==> src/rtl/core/lpp_pkg.sv <==
// ----------------------------------------------------------------------------
// lpp_pkg
// Shared types and constants for the linear partition placement block.
// ----------------------------------------------------------------------------
package lpp_pkg;

  // Configuration register widths and indexes
  localparam int TW_BITS       = 9;
  localparam int PPW_BITS      = 7;
  localparam int OFS_BITS      = 8;
  localparam int CFG_IDX_BITS  = 2;
  localparam int CFG_DATA_BITS = 9;

  localparam logic [CFG_IDX_BITS-1:0] CFG_TOTAL_WORKERS = 2'd0;
  localparam logic [CFG_IDX_BITS-1:0] CFG_PROCS_PER_WKR = 2'd1;
  localparam logic [CFG_IDX_BITS-1:0] CFG_WORKER_OFFSET = 2'd2;

  // Result field widths
  localparam int PIDX_BITS   = 6;
  localparam int WORKER_BITS = 8;
  localparam int STATUS_BITS = 2;

  localparam logic [STATUS_BITS-1:0] STATUS_OK         = 2'd0;
  localparam logic [STATUS_BITS-1:0] STATUS_NO_WORKERS = 2'd1;
  localparam logic [STATUS_BITS-1:0] STATUS_OVERFLOW   = 2'd2;

  localparam logic [WORKER_BITS-1:0] WORKER_MAX = 8'd255;

  typedef enum logic [2:0] {
    S_IDLE,
    S_CHECK,
    S_PREP,
    S_DIV,
    S_THR,
    S_READ,
    S_EVAL,
    S_ERR
  } lpp_state_e;

endpackage

==> src/rtl/core/lpp_store.sv <==
// ----------------------------------------------------------------------------
// lpp_store
// Partition count memory: one write port, one read port with registered data.
// ----------------------------------------------------------------------------
module lpp_store #(
  parameter int DEPTH     = 64,
  parameter int ADDR_BITS = 6,
  parameter int DATA_BITS = 24
) (
  input  logic                 clk_i,
  input  logic                 we_i,
  input  logic [ADDR_BITS-1:0] waddr_i,
  input  logic [DATA_BITS-1:0] wdata_i,
  input  logic                 re_i,
  input  logic [ADDR_BITS-1:0] raddr_i,
  output logic [DATA_BITS-1:0] rdata_o
);

  logic [DATA_BITS-1:0] mem [DEPTH];
  logic [DATA_BITS-1:0] rdata_q;

  always_ff @(posedge clk_i) begin
    if (we_i) begin
      mem[waddr_i] <= wdata_i;
    end
  end

  always_ff @(posedge clk_i) begin
    if (re_i) begin
      rdata_q <= mem[raddr_i];
    end
  end

  assign rdata_o = rdata_q;

endmodule

==> src/rtl/core/lpp_divider.sv <==
// ----------------------------------------------------------------------------
// lpp_divider
// Restoring shift-subtract divider, one quotient bit per cycle.
// ----------------------------------------------------------------------------
module lpp_divider #(
  parameter int NUM_BITS = 31,
  parameter int DEN_BITS = 16
) (
  input  logic                clk_i,
  input  logic                rst_ni,
  input  logic                start_i,
  input  logic [NUM_BITS-1:0] dividend_i,
  input  logic [DEN_BITS-1:0] divisor_i,
  output logic [NUM_BITS-1:0] quotient_o,
  output logic                done_o
);

  localparam int CNT_BITS = $clog2(NUM_BITS + 1);

  logic                busy_q, busy_d;
  logic                done_q, done_d;
  logic [CNT_BITS-1:0] cnt_q, cnt_d;
  logic [DEN_BITS-1:0] den_q, den_d;
  logic [DEN_BITS-1:0] rem_q, rem_d;
  logic [NUM_BITS-1:0] quo_q, quo_d;
  logic [DEN_BITS:0]   trial;
  logic                fits;

  // quo_q holds the dividend bits still to shift in, then the quotient bits
  assign trial = {rem_q, quo_q[NUM_BITS-1]};
  assign fits  = trial >= {1'b0, den_q};

  always_comb begin
    busy_d = busy_q;
    done_d = 1'b0;
    cnt_d  = cnt_q;
    den_d  = den_q;
    rem_d  = rem_q;
    quo_d  = quo_q;
    if (start_i) begin
      busy_d = 1'b1;
      cnt_d  = CNT_BITS'(NUM_BITS);
      den_d  = divisor_i;
      rem_d  = '0;
      quo_d  = dividend_i;
    end else if (busy_q) begin
      rem_d = fits ? DEN_BITS'(trial - {1'b0, den_q}) : DEN_BITS'(trial);
      quo_d = {quo_q[NUM_BITS-2:0], fits};
      cnt_d = cnt_q - CNT_BITS'(1);
      if (cnt_q == CNT_BITS'(1)) begin
        busy_d = 1'b0;
        done_d = 1'b1;
      end
    end
  end

  always_ff @(posedge clk_i or negedge rst_ni) begin
    if (!rst_ni) begin
      busy_q <= 1'b0;
      done_q <= 1'b0;
      cnt_q  <= '0;
    end else begin
      busy_q <= busy_d;
      done_q <= done_d;
      cnt_q  <= cnt_d;
    end
  end

  always_ff @(posedge clk_i) begin
    den_q <= den_d;
    rem_q <= rem_d;
    quo_q <= quo_d;
  end

  assign quotient_o = quo_q;
  assign done_o     = done_q;

endmodule

==> src/rtl/core/linear_partition_placement.sv <==
// ----------------------------------------------------------------------------
// linear_partition_placement
// Loads partition work counts, then packs them in rank order onto processors
// and workers and emits one placement per partition.
// ----------------------------------------------------------------------------
// A count transaction that is not marked last is taken while the block is idle, back
// to back. The last transaction starts placement and the input stalls until its
// final result sits in the output register: checks and setup, then the
// shift-subtract divider that forms the share, then the thresholds, and for each
// stored partition a count memory read, then the packing decision, which waits
// while the output is stalled. A run with an error goes from the checks to its one
// result, loaded into the output register once the output is not stalled. The
// count memory has one write and one read port.
module linear_partition_placement #(
  parameter int MAX_PARTITIONS = 64,
  parameter int COUNT_BITS     = 24
) (
  input  logic                               clk_i,
  input  logic                               rst_ni,
  // configuration
  input  logic                               cfg_we_i,
  input  logic [lpp_pkg::CFG_IDX_BITS-1:0]   cfg_index_i,
  input  logic [lpp_pkg::CFG_DATA_BITS-1:0]  cfg_wdata_i,
  // count input
  input  logic                               in_valid_i,
  output logic                               in_stall_o,
  input  logic [COUNT_BITS-1:0]              partition_count_i,
  input  logic                               is_last_i,
  // placement output
  output logic                               out_valid_o,
  input  logic                               out_stall_i,
  output logic [lpp_pkg::PIDX_BITS-1:0]      partition_index_o,
  output logic [lpp_pkg::WORKER_BITS-1:0]    worker_o,
  output logic                               run_last_o,
  output logic [lpp_pkg::STATUS_BITS-1:0]    status_o
);

  localparam int PTR_BITS  = $clog2(MAX_PARTITIONS + 1);
  localparam int ADDR_BITS = (MAX_PARTITIONS > 1) ? $clog2(MAX_PARTITIONS) : 1;
  localparam int TOT_BITS  = COUNT_BITS + $clog2(MAX_PARTITIONS);
  localparam int NUM_BITS  = TOT_BITS + 1;
  localparam int DEN_BITS  = lpp_pkg::TW_BITS + lpp_pkg::PPW_BITS;
  localparam int CMP_BITS  = TOT_BITS + 3;
  localparam int WSUM_BITS = lpp_pkg::TW_BITS + 1;

  // configuration registers
  logic [lpp_pkg::TW_BITS-1:0]  tw_q;
  logic [lpp_pkg::PPW_BITS-1:0] ppw_q;
  logic [lpp_pkg::OFS_BITS-1:0] ofs_q;

  always_ff @(posedge clk_i or negedge rst_ni) begin
    if (!rst_ni) begin
      tw_q  <= lpp_pkg::TW_BITS'(1);
      ppw_q <= lpp_pkg::PPW_BITS'(1);
      ofs_q <= '0;
    end else if (cfg_we_i) begin
      unique case (cfg_index_i)
        lpp_pkg::CFG_TOTAL_WORKERS: tw_q  <= cfg_wdata_i;
        lpp_pkg::CFG_PROCS_PER_WKR: ppw_q <= cfg_wdata_i[lpp_pkg::PPW_BITS-1:0];
        lpp_pkg::CFG_WORKER_OFFSET: ofs_q <= cfg_wdata_i[lpp_pkg::OFS_BITS-1:0];
        default: ;
      endcase
    end
  end

  logic                        bad_cfg;
  logic [lpp_pkg::TW_BITS-1:0] usable;

  assign bad_cfg = (tw_q <= lpp_pkg::TW_BITS'(ofs_q)) || (ppw_q == '0);
  assign usable  = tw_q - lpp_pkg::TW_BITS'(ofs_q);

  // sequencer
  lpp_pkg::lpp_state_e state_q, state_d;

  logic in_acc, slot_free, mem_we, mem_re, div_start, div_done;
  logic out_load_walk, out_load_err, run_end;

  logic [PTR_BITS-1:0]  lp_q;
  logic [TOT_BITS-1:0]  total_q;
  logic                 ovf_q;
  logic [lpp_pkg::STATUS_BITS-1:0] err_status_q;
  logic [DEN_BITS-1:0]  denom_q;
  logic [TOT_BITS-1:0]  share_q;
  logic [CMP_BITS-1:0]  thr3_q;
  logic [PTR_BITS-1:0]  idx_q;
  logic [TOT_BITS-1:0]  work_q;
  logic [lpp_pkg::PPW_BITS-1:0] closed_q;
  logic [lpp_pkg::TW_BITS-1:0]  nw_q;

  logic [NUM_BITS-1:0]   dividend;
  logic [NUM_BITS-1:0]   quotient;
  logic [COUNT_BITS-1:0] rdata;
  logic                  run_last_w;

  assign slot_free  = !out_valid_o || !out_stall_i;
  assign run_last_w = (idx_q + PTR_BITS'(1)) == lp_q;

  always_comb begin
    state_d = state_q;
    unique case (state_q)
      lpp_pkg::S_IDLE: begin
        if (in_acc && is_last_i) state_d = lpp_pkg::S_CHECK;
      end
      lpp_pkg::S_CHECK: begin
        state_d = (ovf_q || bad_cfg) ? lpp_pkg::S_ERR : lpp_pkg::S_PREP;
      end
      lpp_pkg::S_PREP: state_d = lpp_pkg::S_DIV;
      lpp_pkg::S_DIV: begin
        if (div_done) state_d = lpp_pkg::S_THR;
      end
      lpp_pkg::S_THR:  state_d = lpp_pkg::S_READ;
      lpp_pkg::S_READ: state_d = lpp_pkg::S_EVAL;
      lpp_pkg::S_EVAL: begin
        if (slot_free) state_d = run_last_w ? lpp_pkg::S_IDLE : lpp_pkg::S_READ;
      end
      lpp_pkg::S_ERR: begin
        if (slot_free) state_d = lpp_pkg::S_IDLE;
      end
      default: state_d = lpp_pkg::S_IDLE;
    endcase
  end

  always_comb begin
    in_stall_o    = (state_q != lpp_pkg::S_IDLE);
    in_acc        = in_valid_i && (state_q == lpp_pkg::S_IDLE);
    mem_we        = in_acc && (lp_q < PTR_BITS'(MAX_PARTITIONS));
    mem_re        = (state_q == lpp_pkg::S_READ);
    div_start     = (state_q == lpp_pkg::S_PREP);
    out_load_walk = (state_q == lpp_pkg::S_EVAL) && slot_free;
    out_load_err  = (state_q == lpp_pkg::S_ERR) && slot_free;
    run_end       = out_load_err || (out_load_walk && run_last_w);
  end

  always_ff @(posedge clk_i or negedge rst_ni) begin
    if (!rst_ni) state_q <= lpp_pkg::S_IDLE;
    else         state_q <= state_d;
  end

  // load side: pointer, running total and overflow
  always_ff @(posedge clk_i or negedge rst_ni) begin
    if (!rst_ni) begin
      lp_q    <= '0;
      total_q <= '0;
      ovf_q   <= 1'b0;
    end else if (run_end) begin
      lp_q    <= '0;
      total_q <= '0;
      ovf_q   <= 1'b0;
    end else if (in_acc) begin
      total_q <= total_q + TOT_BITS'(partition_count_i);
      if (mem_we) lp_q  <= lp_q + PTR_BITS'(1);
      else        ovf_q <= 1'b1;
    end
  end

  lpp_store #(
    .DEPTH     (MAX_PARTITIONS),
    .ADDR_BITS (ADDR_BITS),
    .DATA_BITS (COUNT_BITS)
  ) u_store (
    .clk_i   (clk_i),
    .we_i    (mem_we),
    .waddr_i (lp_q[ADDR_BITS-1:0]),
    .wdata_i (partition_count_i),
    .re_i    (mem_re),
    .raddr_i (idx_q[ADDR_BITS-1:0]),
    .rdata_o (rdata)
  );

  // ceiling division: (total + denom - 1) / denom
  assign dividend = NUM_BITS'(total_q) + NUM_BITS'(denom_q) - NUM_BITS'(1);

  lpp_divider #(
    .NUM_BITS (NUM_BITS),
    .DEN_BITS (DEN_BITS)
  ) u_div (
    .clk_i      (clk_i),
    .rst_ni     (rst_ni),
    .start_i    (div_start),
    .dividend_i (dividend),
    .divisor_i  (denom_q),
    .quotient_o (quotient),
    .done_o     (div_done)
  );

  // packing decision for one partition
  logic [TOT_BITS-1:0]          pc;
  logic [CMP_BITS-1:0]          sum_w;
  logic                         close;
  logic [lpp_pkg::PPW_BITS-1:0] closed_inc, closed_d;
  logic [lpp_pkg::TW_BITS-1:0]  nw_d;
  logic [TOT_BITS-1:0]          work_d;
  logic [WSUM_BITS-1:0]         wsum;
  logic [lpp_pkg::WORKER_BITS-1:0] worker_w;

  always_comb begin
    pc    = TOT_BITS'(rdata);
    sum_w = CMP_BITS'(work_q) + CMP_BITS'(pc);
    close = (work_q >= share_q) ||
            (((CMP_BITS'(work_q) << 2) > thr3_q) && ((sum_w << 1) > thr3_q));
    closed_inc = close ? closed_q + lpp_pkg::PPW_BITS'(1) : closed_q;
    work_d     = close ? pc : TOT_BITS'(sum_w);
    closed_d   = closed_inc;
    nw_d       = nw_q;
    // a full worker moves the walk on, held at the last usable worker
    if (closed_inc == ppw_q) begin
      closed_d = '0;
      if ((WSUM_BITS'(nw_q) + WSUM_BITS'(1)) < WSUM_BITS'(usable)) begin
        nw_d = nw_q + lpp_pkg::TW_BITS'(1);
      end
    end
    wsum     = WSUM_BITS'(nw_d) + WSUM_BITS'(ofs_q);
    worker_w = (wsum > WSUM_BITS'(lpp_pkg::WORKER_MAX)) ? lpp_pkg::WORKER_MAX
                                                        : wsum[lpp_pkg::WORKER_BITS-1:0];
  end

  always_ff @(posedge clk_i) begin
    if (state_q == lpp_pkg::S_CHECK) begin
      denom_q      <= DEN_BITS'(usable) * DEN_BITS'(ppw_q);
      err_status_q <= ovf_q ? lpp_pkg::STATUS_OVERFLOW : lpp_pkg::STATUS_NO_WORKERS;
    end
    if (div_done) share_q <= quotient[TOT_BITS-1:0];
    if (state_q == lpp_pkg::S_THR) begin
      thr3_q   <= CMP_BITS'(share_q) + (CMP_BITS'(share_q) << 1);
      idx_q    <= '0;
      work_q   <= '0;
      closed_q <= '0;
      nw_q     <= '0;
    end
    if (out_load_walk) begin
      idx_q    <= idx_q + PTR_BITS'(1);
      work_q   <= work_d;
      closed_q <= closed_d;
      nw_q     <= nw_d;
    end
  end

  // output register
  logic                               out_valid_q;
  logic [lpp_pkg::PIDX_BITS-1:0]      pidx_q;
  logic [lpp_pkg::WORKER_BITS-1:0]    worker_q;
  logic                               last_q;
  logic [lpp_pkg::STATUS_BITS-1:0]    status_q;

  always_ff @(posedge clk_i or negedge rst_ni) begin
    if (!rst_ni) begin
      out_valid_q <= 1'b0;
    end else if (out_load_walk || out_load_err) begin
      out_valid_q <= 1'b1;
    end else if (!out_stall_i) begin
      out_valid_q <= 1'b0;
    end
  end

  always_ff @(posedge clk_i) begin
    if (out_load_walk) begin
      pidx_q   <= lpp_pkg::PIDX_BITS'(idx_q);
      worker_q <= worker_w;
      last_q   <= run_last_w;
      status_q <= lpp_pkg::STATUS_OK;
    end else if (out_load_err) begin
      pidx_q   <= '0;
      worker_q <= '0;
      last_q   <= 1'b1;
      status_q <= err_status_q;
    end
  end

  assign out_valid_o       = out_valid_q;
  assign partition_index_o = pidx_q;
  assign worker_o          = worker_q;
  assign run_last_o        = last_q;
  assign status_o          = status_q;

endmodule

==> config.mk <==
export PLATFORM = sky130hd
export DESIGN_NAME = linear_partition_placement
export DESIGN_NICKNAME = d
export VERILOG_FILES = /design/src/rtl/core/lpp_pkg.sv /design/src/rtl/core/lpp_store.sv /design/src/rtl/core/lpp_divider.sv /design/src/rtl/core/linear_partition_placement.sv
export SDC_FILE = /design/constraint.sdc
export NUM_CORES = 2
export LEC_CHECK = 0
export BUFFER_PORTS_ARGS = -buffer_cell sky130_fd_sc_hd__buf_4
export CELL_PAD_IN_SITES_DETAIL_PLACEMENT = 1
export CELL_PAD_IN_SITES_GLOBAL_PLACEMENT = 2
export CORE_ASPECT_RATIO = 0.8
export CORE_MARGIN = 3
export CORE_UTILIZATION = 44
export DETAILED_ROUTE_END_ITERATION = 8
export PLACE_DENSITY = 0.8
export SYNTH_ARGS = -nofsm -noshare
export SYNTH_HDL_FRONTEND = slang
export SYNTH_HIERARCHICAL = 1
export SYNTH_SLANG_ARGS = --single-unit
==> constraint.sdc <==
create_clock -name clk_i -period 8.4 [get_ports clk_i]
set_clock_uncertainty 0.15 [all_clocks]
set_input_delay 1.68 -clock clk_i [delete_from_list [all_inputs] [get_ports clk_i]]
set_output_delay 1.68 -clock clk_i [all_outputs]
set_load 0.03 [all_outputs]
# == Word-level counts from Yosys, hierarchy flattened ==
# Memory sizes are Yosys's and may differ from the RTL's. A register that Yosys moved wholly into a read port is not among the register bits.
# Cells that the tools add are included.
# totals
input_bits,41
mem_bits_rw,1536
output_inout_bits,19
mem_count,1
reg_bits,287
# op_classes
n_addsub,14
eq_ne,18
magnitude_cmp,8
n_reduce_logical,30
mul,1
muxes,50
# memory_table
memory,words,word_bits,rd,rd_clocked_by_memory_dff,wr,line,rtl
u_store.mem,64,24,1,1,1,lpp_store.sv:19,logic [DATA_BITS-1:0] mem [DEPTH];
# ops
op,n
30-bit 2-to-1 mux,5
32-bit by 33-bit greater-than comparator with 1-bit output,2
31-bit 2-to-1 mux,2
7-bit 2-to-1 mux,8
9-bit 2-to-1 mux,4
30-bit by 31-bit adder with 32-bit output,1
30-bit by 16-bit adder with 31-bit output,1
30-bit by 24-bit adder with 31-bit output,1
31-bit by 1-bit subtractor with 31-bit output (second input constant),1
30-bit by 24-bit adder with 30-bit output,1
30-bit >= comparator,1
8-bit 2-to-1 mux,3
3-bit case mux with 8 select lines,1
7-bit by 1-bit adder with 7-bit output (second input constant),3
3-bit 2-to-1 mux,6
17-bit by 16-bit >= comparator with 1-bit output,1
9-bit by 7-bit multiplier with 16-bit output,1
16-bit 2-to-1 mux,1
16-bit subtractor,1
1-bit 2-to-1 mux,15
7-bit == test,2
3-bit == test (second input constant),4
6-bit 2-to-1 mux,2
9-bit by 1-bit adder with 10-bit output (second input constant),1
27 further kinds,53

# == Logic depth before layout (Yosys ltp) ==
# depth
word_depth,11
mapped_depth,40
depth_no_buf,39

# == Modules after synthesis ==
# The synthesis kept the hierarchy.
# modules_own_cells
mod,cells_each,n_inst,area_per_inst_um2
lpp_store,2610,1,59535.8
linear_partition_placement,2112,1,19288.5
lpp_divider,352,1,3910.0

# == Worst setup path before layout ==
# Ideal clock, no wire load.
# synth_timing
path_kind,register -> register
start,register work_q[1]
end,"register worker_q, in the netlist worker_o[0], data pin"
required_time_ps,8103
path_stages_with_launch,39
path_buffers,1
setup_time_ps,147
t_arrival_ps,7618
slack_ps,485
synth_period_minus_slack_ps,7915
path_cell_list,edfxtp_1 ha_1 a21o_1 a21oi_1 o21bai_1 a31oi_1 o2111ai_1 a31o_2 a21o_1 a211o_1 a31oi_1 or3_1 nand2_1 ha_1 a21oi_1 o21a_1 a21oi_1 a221o_1 (+3 left out) o21ai_1 nor4_4 nand2_1 xnor2_1 ha_1 inv_1 fa_1 inv_1 a21oi_1 o21ai_0 a21o_1 nand2_1 a21oi_1 o21a_1 nor3_1 mux2_2 a311o_2 a21oi_1
# synth_between
elab_chain_len,11
word_cells_on_any_way,13
classes_between,2 x add/sub; 4 x order compare; 1 x eq/ne; 4 x mux; 2 x reduce/logical
# synth_rtl
element,line,rtl
from (decl),linear_partition_placement.sv:86,logic [TOT_BITS-1:0] work_q;
from (signal assigned),linear_partition_placement.sv:232,work_q <= work_d;
30-bit by 24-bit adder with 31-bit output *,linear_partition_placement.sv:198,sum_w = CMP_BITS'(work_q) + CMP_BITS'(pc);
named net sum_w[27],linear_partition_placement.sv:188,logic [CMP_BITS-1:0] sum_w;
32-bit by 33-bit greater-than comparator with 1-bit output *,linear_partition_placement.sv:200,(((CMP_BITS'(work_q) << 2) > thr3_q) && ((sum_w << 1) > thr3_q));
1-bit logical AND *,linear_partition_placement.sv:200,
1-bit logical OR *,linear_partition_placement.sv:199,close = (work_q >= share_q) ||
7-bit 2-to-1 mux *,linear_partition_placement.sv:201,closed_inc = close ? closed_q + lpp_pkg::PPW_BITS'(1) : closed_q;
7-bit == test *,linear_partition_placement.sv:206,if (closed_inc == ppw_q) begin
9-bit 2-to-1 mux *,linear_partition_placement.sv:206,
"named net nw_d, one bit",linear_partition_placement.sv:191,logic [lpp_pkg::TW_BITS-1:0] nw_d;
9-bit by 8-bit adder with 10-bit output *,linear_partition_placement.sv:212,wsum = WSUM_BITS'(nw_d) + WSUM_BITS'(ofs_q);
10-bit by 8-bit greater-than comparator with 1-bit output,linear_partition_placement.sv:213,worker_w = (wsum > WSUM_BITS'(lpp_pkg::WORKER_MAX)) ? lpp_pkg::WORKER_MAX
8-bit 2-to-1 mux *,linear_partition_placement.sv:213,
8-bit 2-to-1 mux *,linear_partition_placement.sv:256,if (out_load_walk) begin
to (signal assigned),linear_partition_placement.sv:258,worker_q <= worker_w;
to (decl),linear_partition_placement.sv:241,logic [lpp_pkg::WORKER_BITS-1:0] worker_q;
# The timed path passes the listed nets; every way through them passes the cells marked *.
# A chain may end at the register's enable or synchronous reset.

# == Final worst setup path ==
# layout_timing
start,"register u_store.rdata_q[1], in the netlist u_store/rdata_o[1] (read register of u_store.mem)"
end,"register worker_q, in the netlist worker_o[6], data pin"
# layout_between
elab_chain_len,11
# layout_rtl
element,line,rtl
from (decl),lpp_store.sv:20,logic [DATA_BITS-1:0] rdata_q;
30-bit by 24-bit adder with 31-bit output *,linear_partition_placement.sv:198,
named net sum_w[25],linear_partition_placement.sv:188,
32-bit by 33-bit greater-than comparator with 1-bit output *,linear_partition_placement.sv:200,
1-bit logical AND *,linear_partition_placement.sv:200,
1-bit logical OR *,linear_partition_placement.sv:199,
7-bit 2-to-1 mux *,linear_partition_placement.sv:201,
7-bit == test *,linear_partition_placement.sv:206,
9-bit 2-to-1 mux *,linear_partition_placement.sv:206,
"named net nw_d, one bit",linear_partition_placement.sv:191,
9-bit by 8-bit adder with 10-bit output *,linear_partition_placement.sv:212,
10-bit by 8-bit greater-than comparator with 1-bit output,linear_partition_placement.sv:213,
8-bit 2-to-1 mux *,linear_partition_placement.sv:213,
8-bit 2-to-1 mux *,linear_partition_placement.sv:256,
# Marked as above.

==> results.tsv <==
stage	metric	value	unit
clock_network	clock_latency	0.83	ns
run	cap_violations	0	
global_route	antenna_found_initial	14	
worst_hold_path	min_from	u_div/quotient_o[29]$_DFFE_PP_	
timing	relSlewSlack	9.02	%
route	wl_per_cell	30.0	um
logic_synthesis	syn_area_per_cell	16.3	sq um
floorplanning	die_area	0.193	sq mm
timing	slew_viol_final	0	
logic_synthesis	synth_warnings	6	
route	ant_nets	0	
timing	worst_slew_pin_slew	1.36	ns
global_route	grt-ovfl-total	0	
cells_and_area	fin_nets	5652	
clock_network	cts_buffer_depth	3	
setup_path	cp.required	8.91	ns
logic_synthesis	syn_area	0.0827	sq mm
route	top_layer_used	met5	
setup_path	endpoint_kind	flip-flop	
timing	rsz0062_at_grt	true	
logic_synthesis	synth-seq-cells	1846	
timing	whs	0.295	ns
route	drc	0	
setup_path	cp_slowest_stage_delay	0.59	ns
setup_path	startpoint_type	flip-flop	
logic_synthesis	synth_top_area_share	63.7	%
logic_synthesis	yosys.area.top_type	edfxtp_1	
route	via_per_inst	6.09	
floorplanning	core	0.186	sq mm
cells_and_area	stdcell_count	7917	
placement	dpl.hpwl	152000	um
clock_network	clkTransAtPathRegs	0.06	ns
setup_path	cp_max_fo	8	
pwr	powerDensity	264	mW/mm^2
logic_synthesis	synth_nets	5455	
logic_synthesis	ys_async_sr_fraction	3.95	%
timing	setup_tns	0	ns
setup_path	reg2regPathDepth	39	
route	dr_total_vias	48239	
cells_and_area	post_route_cells_drive_above_1_share	20.5	%
route	wl_met1	101000	um
setup_path	r2r_end	worker_o[6]$_SDFFCE_PN0P_	
clock_network	cts_buffers	173	
global_route	grt_pass1_wl	348000	um
timing	setup_violations	0	
placement	port_buffers	59	
cells_and_area	num-fill-cells	17520	
logic_synthesis	synthTopCellsByArea	edfxtp_1, mux4_2, ha_1	
logic_synthesis	ys.flop_type	edfxtp_1	
floorplanning	die_h	394	um
setup_path	crit_top_cell	a21oi_2	
timing	timing.final.crit_share	97.7	%
clock_network	cts-root-buf	clkbuf_16	
pwr	ir_worst_vdd	0.391	mV
worst_hold_path	hold_end	share_q[29]$_DFFE_PP_	
clock_network	ctsHtreeMaxLevel	4	
setup_path	cp-startpoint	u_store/rdata_o[1]$_DFFE_PP_	
placement	place_congestion	0.869	
global_route	grt_max_degree	124	
clock_network	cts_tree	built	
placement	dp.cells	7582	
worst_hold_path	min_path_type	flip-flop to flip-flop	
route	drt_iter0_markers	5736	
logic_synthesis	ys_types	101	
setup_path	critPathSlowestCell	or4_4	
route	met3_length	24200	um
floorplanning	num_rows	141	
setup_path	arrival	8.71	ns
cells_and_area	synthToLayoutAreaGrowth	12.3	%
route	wirelength	237000	um
cells_and_area	multi_input_area	0.0262	sq mm
logic_synthesis	syn_inst	5074	
logic_synthesis	synth_edf_count	1755	
global_route	grt_use_total	24.4	%
worst_hold_path	worstHoldPathCells	0	
setup_path	timing.rr.start	u_store/rdata_o[1]$_DFFE_PP_	
route	dr_wl_met2	106000	um
run_status	outcome	complete, no violations	
timing	finalWorstPathRequiredPeriod	8.21	ns
floorplanning	die_w	491	um
floorplanning	pin_count	60	
clock_network	clock_sinks	1846	
setup_path	crit_type	flip-flop to flip-flop	
cells_and_area	seq_area	0.0549	sq mm
floorplanning	start_util	44.5	%
timing	finalHoldViolations	0	
timing	timing.fmax	0.122	GHz
setup_path	rrSetupSlack	0.19	ns
pwr	p_leak	32.2	nW
route	dr.pass1.iters	7	
global_route	grt_pass1_vias	49806	
logic_synthesis	yosysSeqAreaShare	66.3	%
critical path: cells and delay by family (launching register included):
kind	cells	cell delay (ns)
adder cells (fa/ha/maj)	4	1.08
flip-flops	1	0.42
XOR/XNOR	1	0.21
multiplexers	2	0.44
buffers and inverters	5	0.57
AND/OR/NAND/NOR	9	1.73
AO/OA/AOI/OAI	18	3.40
final cells by class:
| cell class | count | share of cell area (%) |
|---|---|---|
| tap | 2502 | 3.37 |
| multi-input combinational | 2734 | 28.2 |
| inverter | 289 | 1.17 |
| sequential | 1846 | 59.1 |
| clock buffer | 214 | 4.92 |
| clock inverter | 102 | 1.23 |
| antenna | 3 | 0.00808 |
| timing repair buffer | 227 | 1.97 |
metal layers:
layer | up-vias | GRT usage (%)
met1 | 25368 | 36.1
met2 | 2234 | 36.6
li1 | 20306 | -
met4 | 4 | 6.82
met3 | 327 | 5.10
met5 | - | 0
state kept, by name, summed over array words and instances, names as in the netlist, 16 cells and up:
name / count
work_q: 30
share_q: 30
u_div/den_q: 16
total_q: 30
u_store/mem: 1536
thr3_q: 32
u_div/quotient_o: 31
denom_q: 16
u_store/rdata_o: 24
u_div/rem_q: 16
timing repair:
action,CTS,global route
resized for setup,13,59
pin swaps,6,47
setup buffers,3,13
hold buffers,0,0
setup endpoints to repair,8,8
hold endpoints to repair,0,0
power breakdown:
group / total [mW] / switching [mW] / internal [mW] / leakage (nW)
combinational: 5.65 / 3.24 / 2.40 / 12.5
sequential: 10.9 / 0.278 / 10.6 / 16.9
clock: 8.02 / 3.57 / 4.45 / 2.78
total: 24.5 / 7.09 / 17.4 / 32.2
how the worst max path moves through the flow:
stage                                endpoint  slack [ns]  cells after the start
CTS                 worker_o[1]$_SDFFCE_PN0P_       0.003                     39
global placement    worker_o[1]$_SDFFCE_PN0P_       -0.10                     39
global route        worker_o[6]$_SDFFCE_PN0P_       -0.22                     40
floorplan           worker_o[0]$_SDFFCE_PN0P_        0.49                     38
detailed placement  worker_o[6]$_SDFFCE_PN0P_       -0.35                     39
finish              worker_o[6]$_SDFFCE_PN0P_        0.19                     39
stage by stage:
| stage | instance area, sq um | power, mW | setup slack [ns] | util [%] |
|---|---|---|---|---|
| final | 92900 | 24.5 | 0.195 | 50.0 |
| after global routing | 92900 | 25.9 | -0.217 | 50.0 |
| after CTS | 92500 | 24.7 | 0.00327 | 49.8 |
| after detailed placement | 86700 | 16.7 | -0.351 | 46.7 |
| after global placement | 86700 | 16.6 | -0.105 | 46.7 |
| after floorplan | 82700 | 15.1 | 0.485 | - |
kinds of logic after synthesis:
group | count (synthesis) | synth area share, %
xor gates and xnor gates | 164 | 1.74
and+or+nand+nor | 889 | 5.24
AOI/OAI and AO/OA | 773 | 6.18
muxes | 568 | 12.4
buffers and inverters | 494 | 2.58
adders and majority gates | 340 | 5.51
DFF | 1846 | 66.3
cells in the final DEF (no fill, tap or decap), types with 60 or more instances in the layout:
cell type,n
nor2_2,60
nand3_1,84
o21ai_0,99
edfxtp_1,1755
mux2_2,107
dfrtp_1,71
ha_1,293
mux4_2,355
buf_4,213
clkbuf_16,176
mux2i_1,102
nand2_1,255
xnor2_1,108
nor2_1,144
inv_1,284
a21oi_1,198
o22ai_1,65
synthesized netlist by cell type, drive strengths merged (65+ instances only):
master,number
buf,110
dfrtp,71
ha,299
xnor2,110
nand2,261
mux4,355
o21ai,124
clkbuf,95
a21oi,210
nor2,211
edfxtp,1755
nand3,84
o22ai,65
inv,288
mux2,110
mux2i,103
Power figures use the tool's default switching activity.
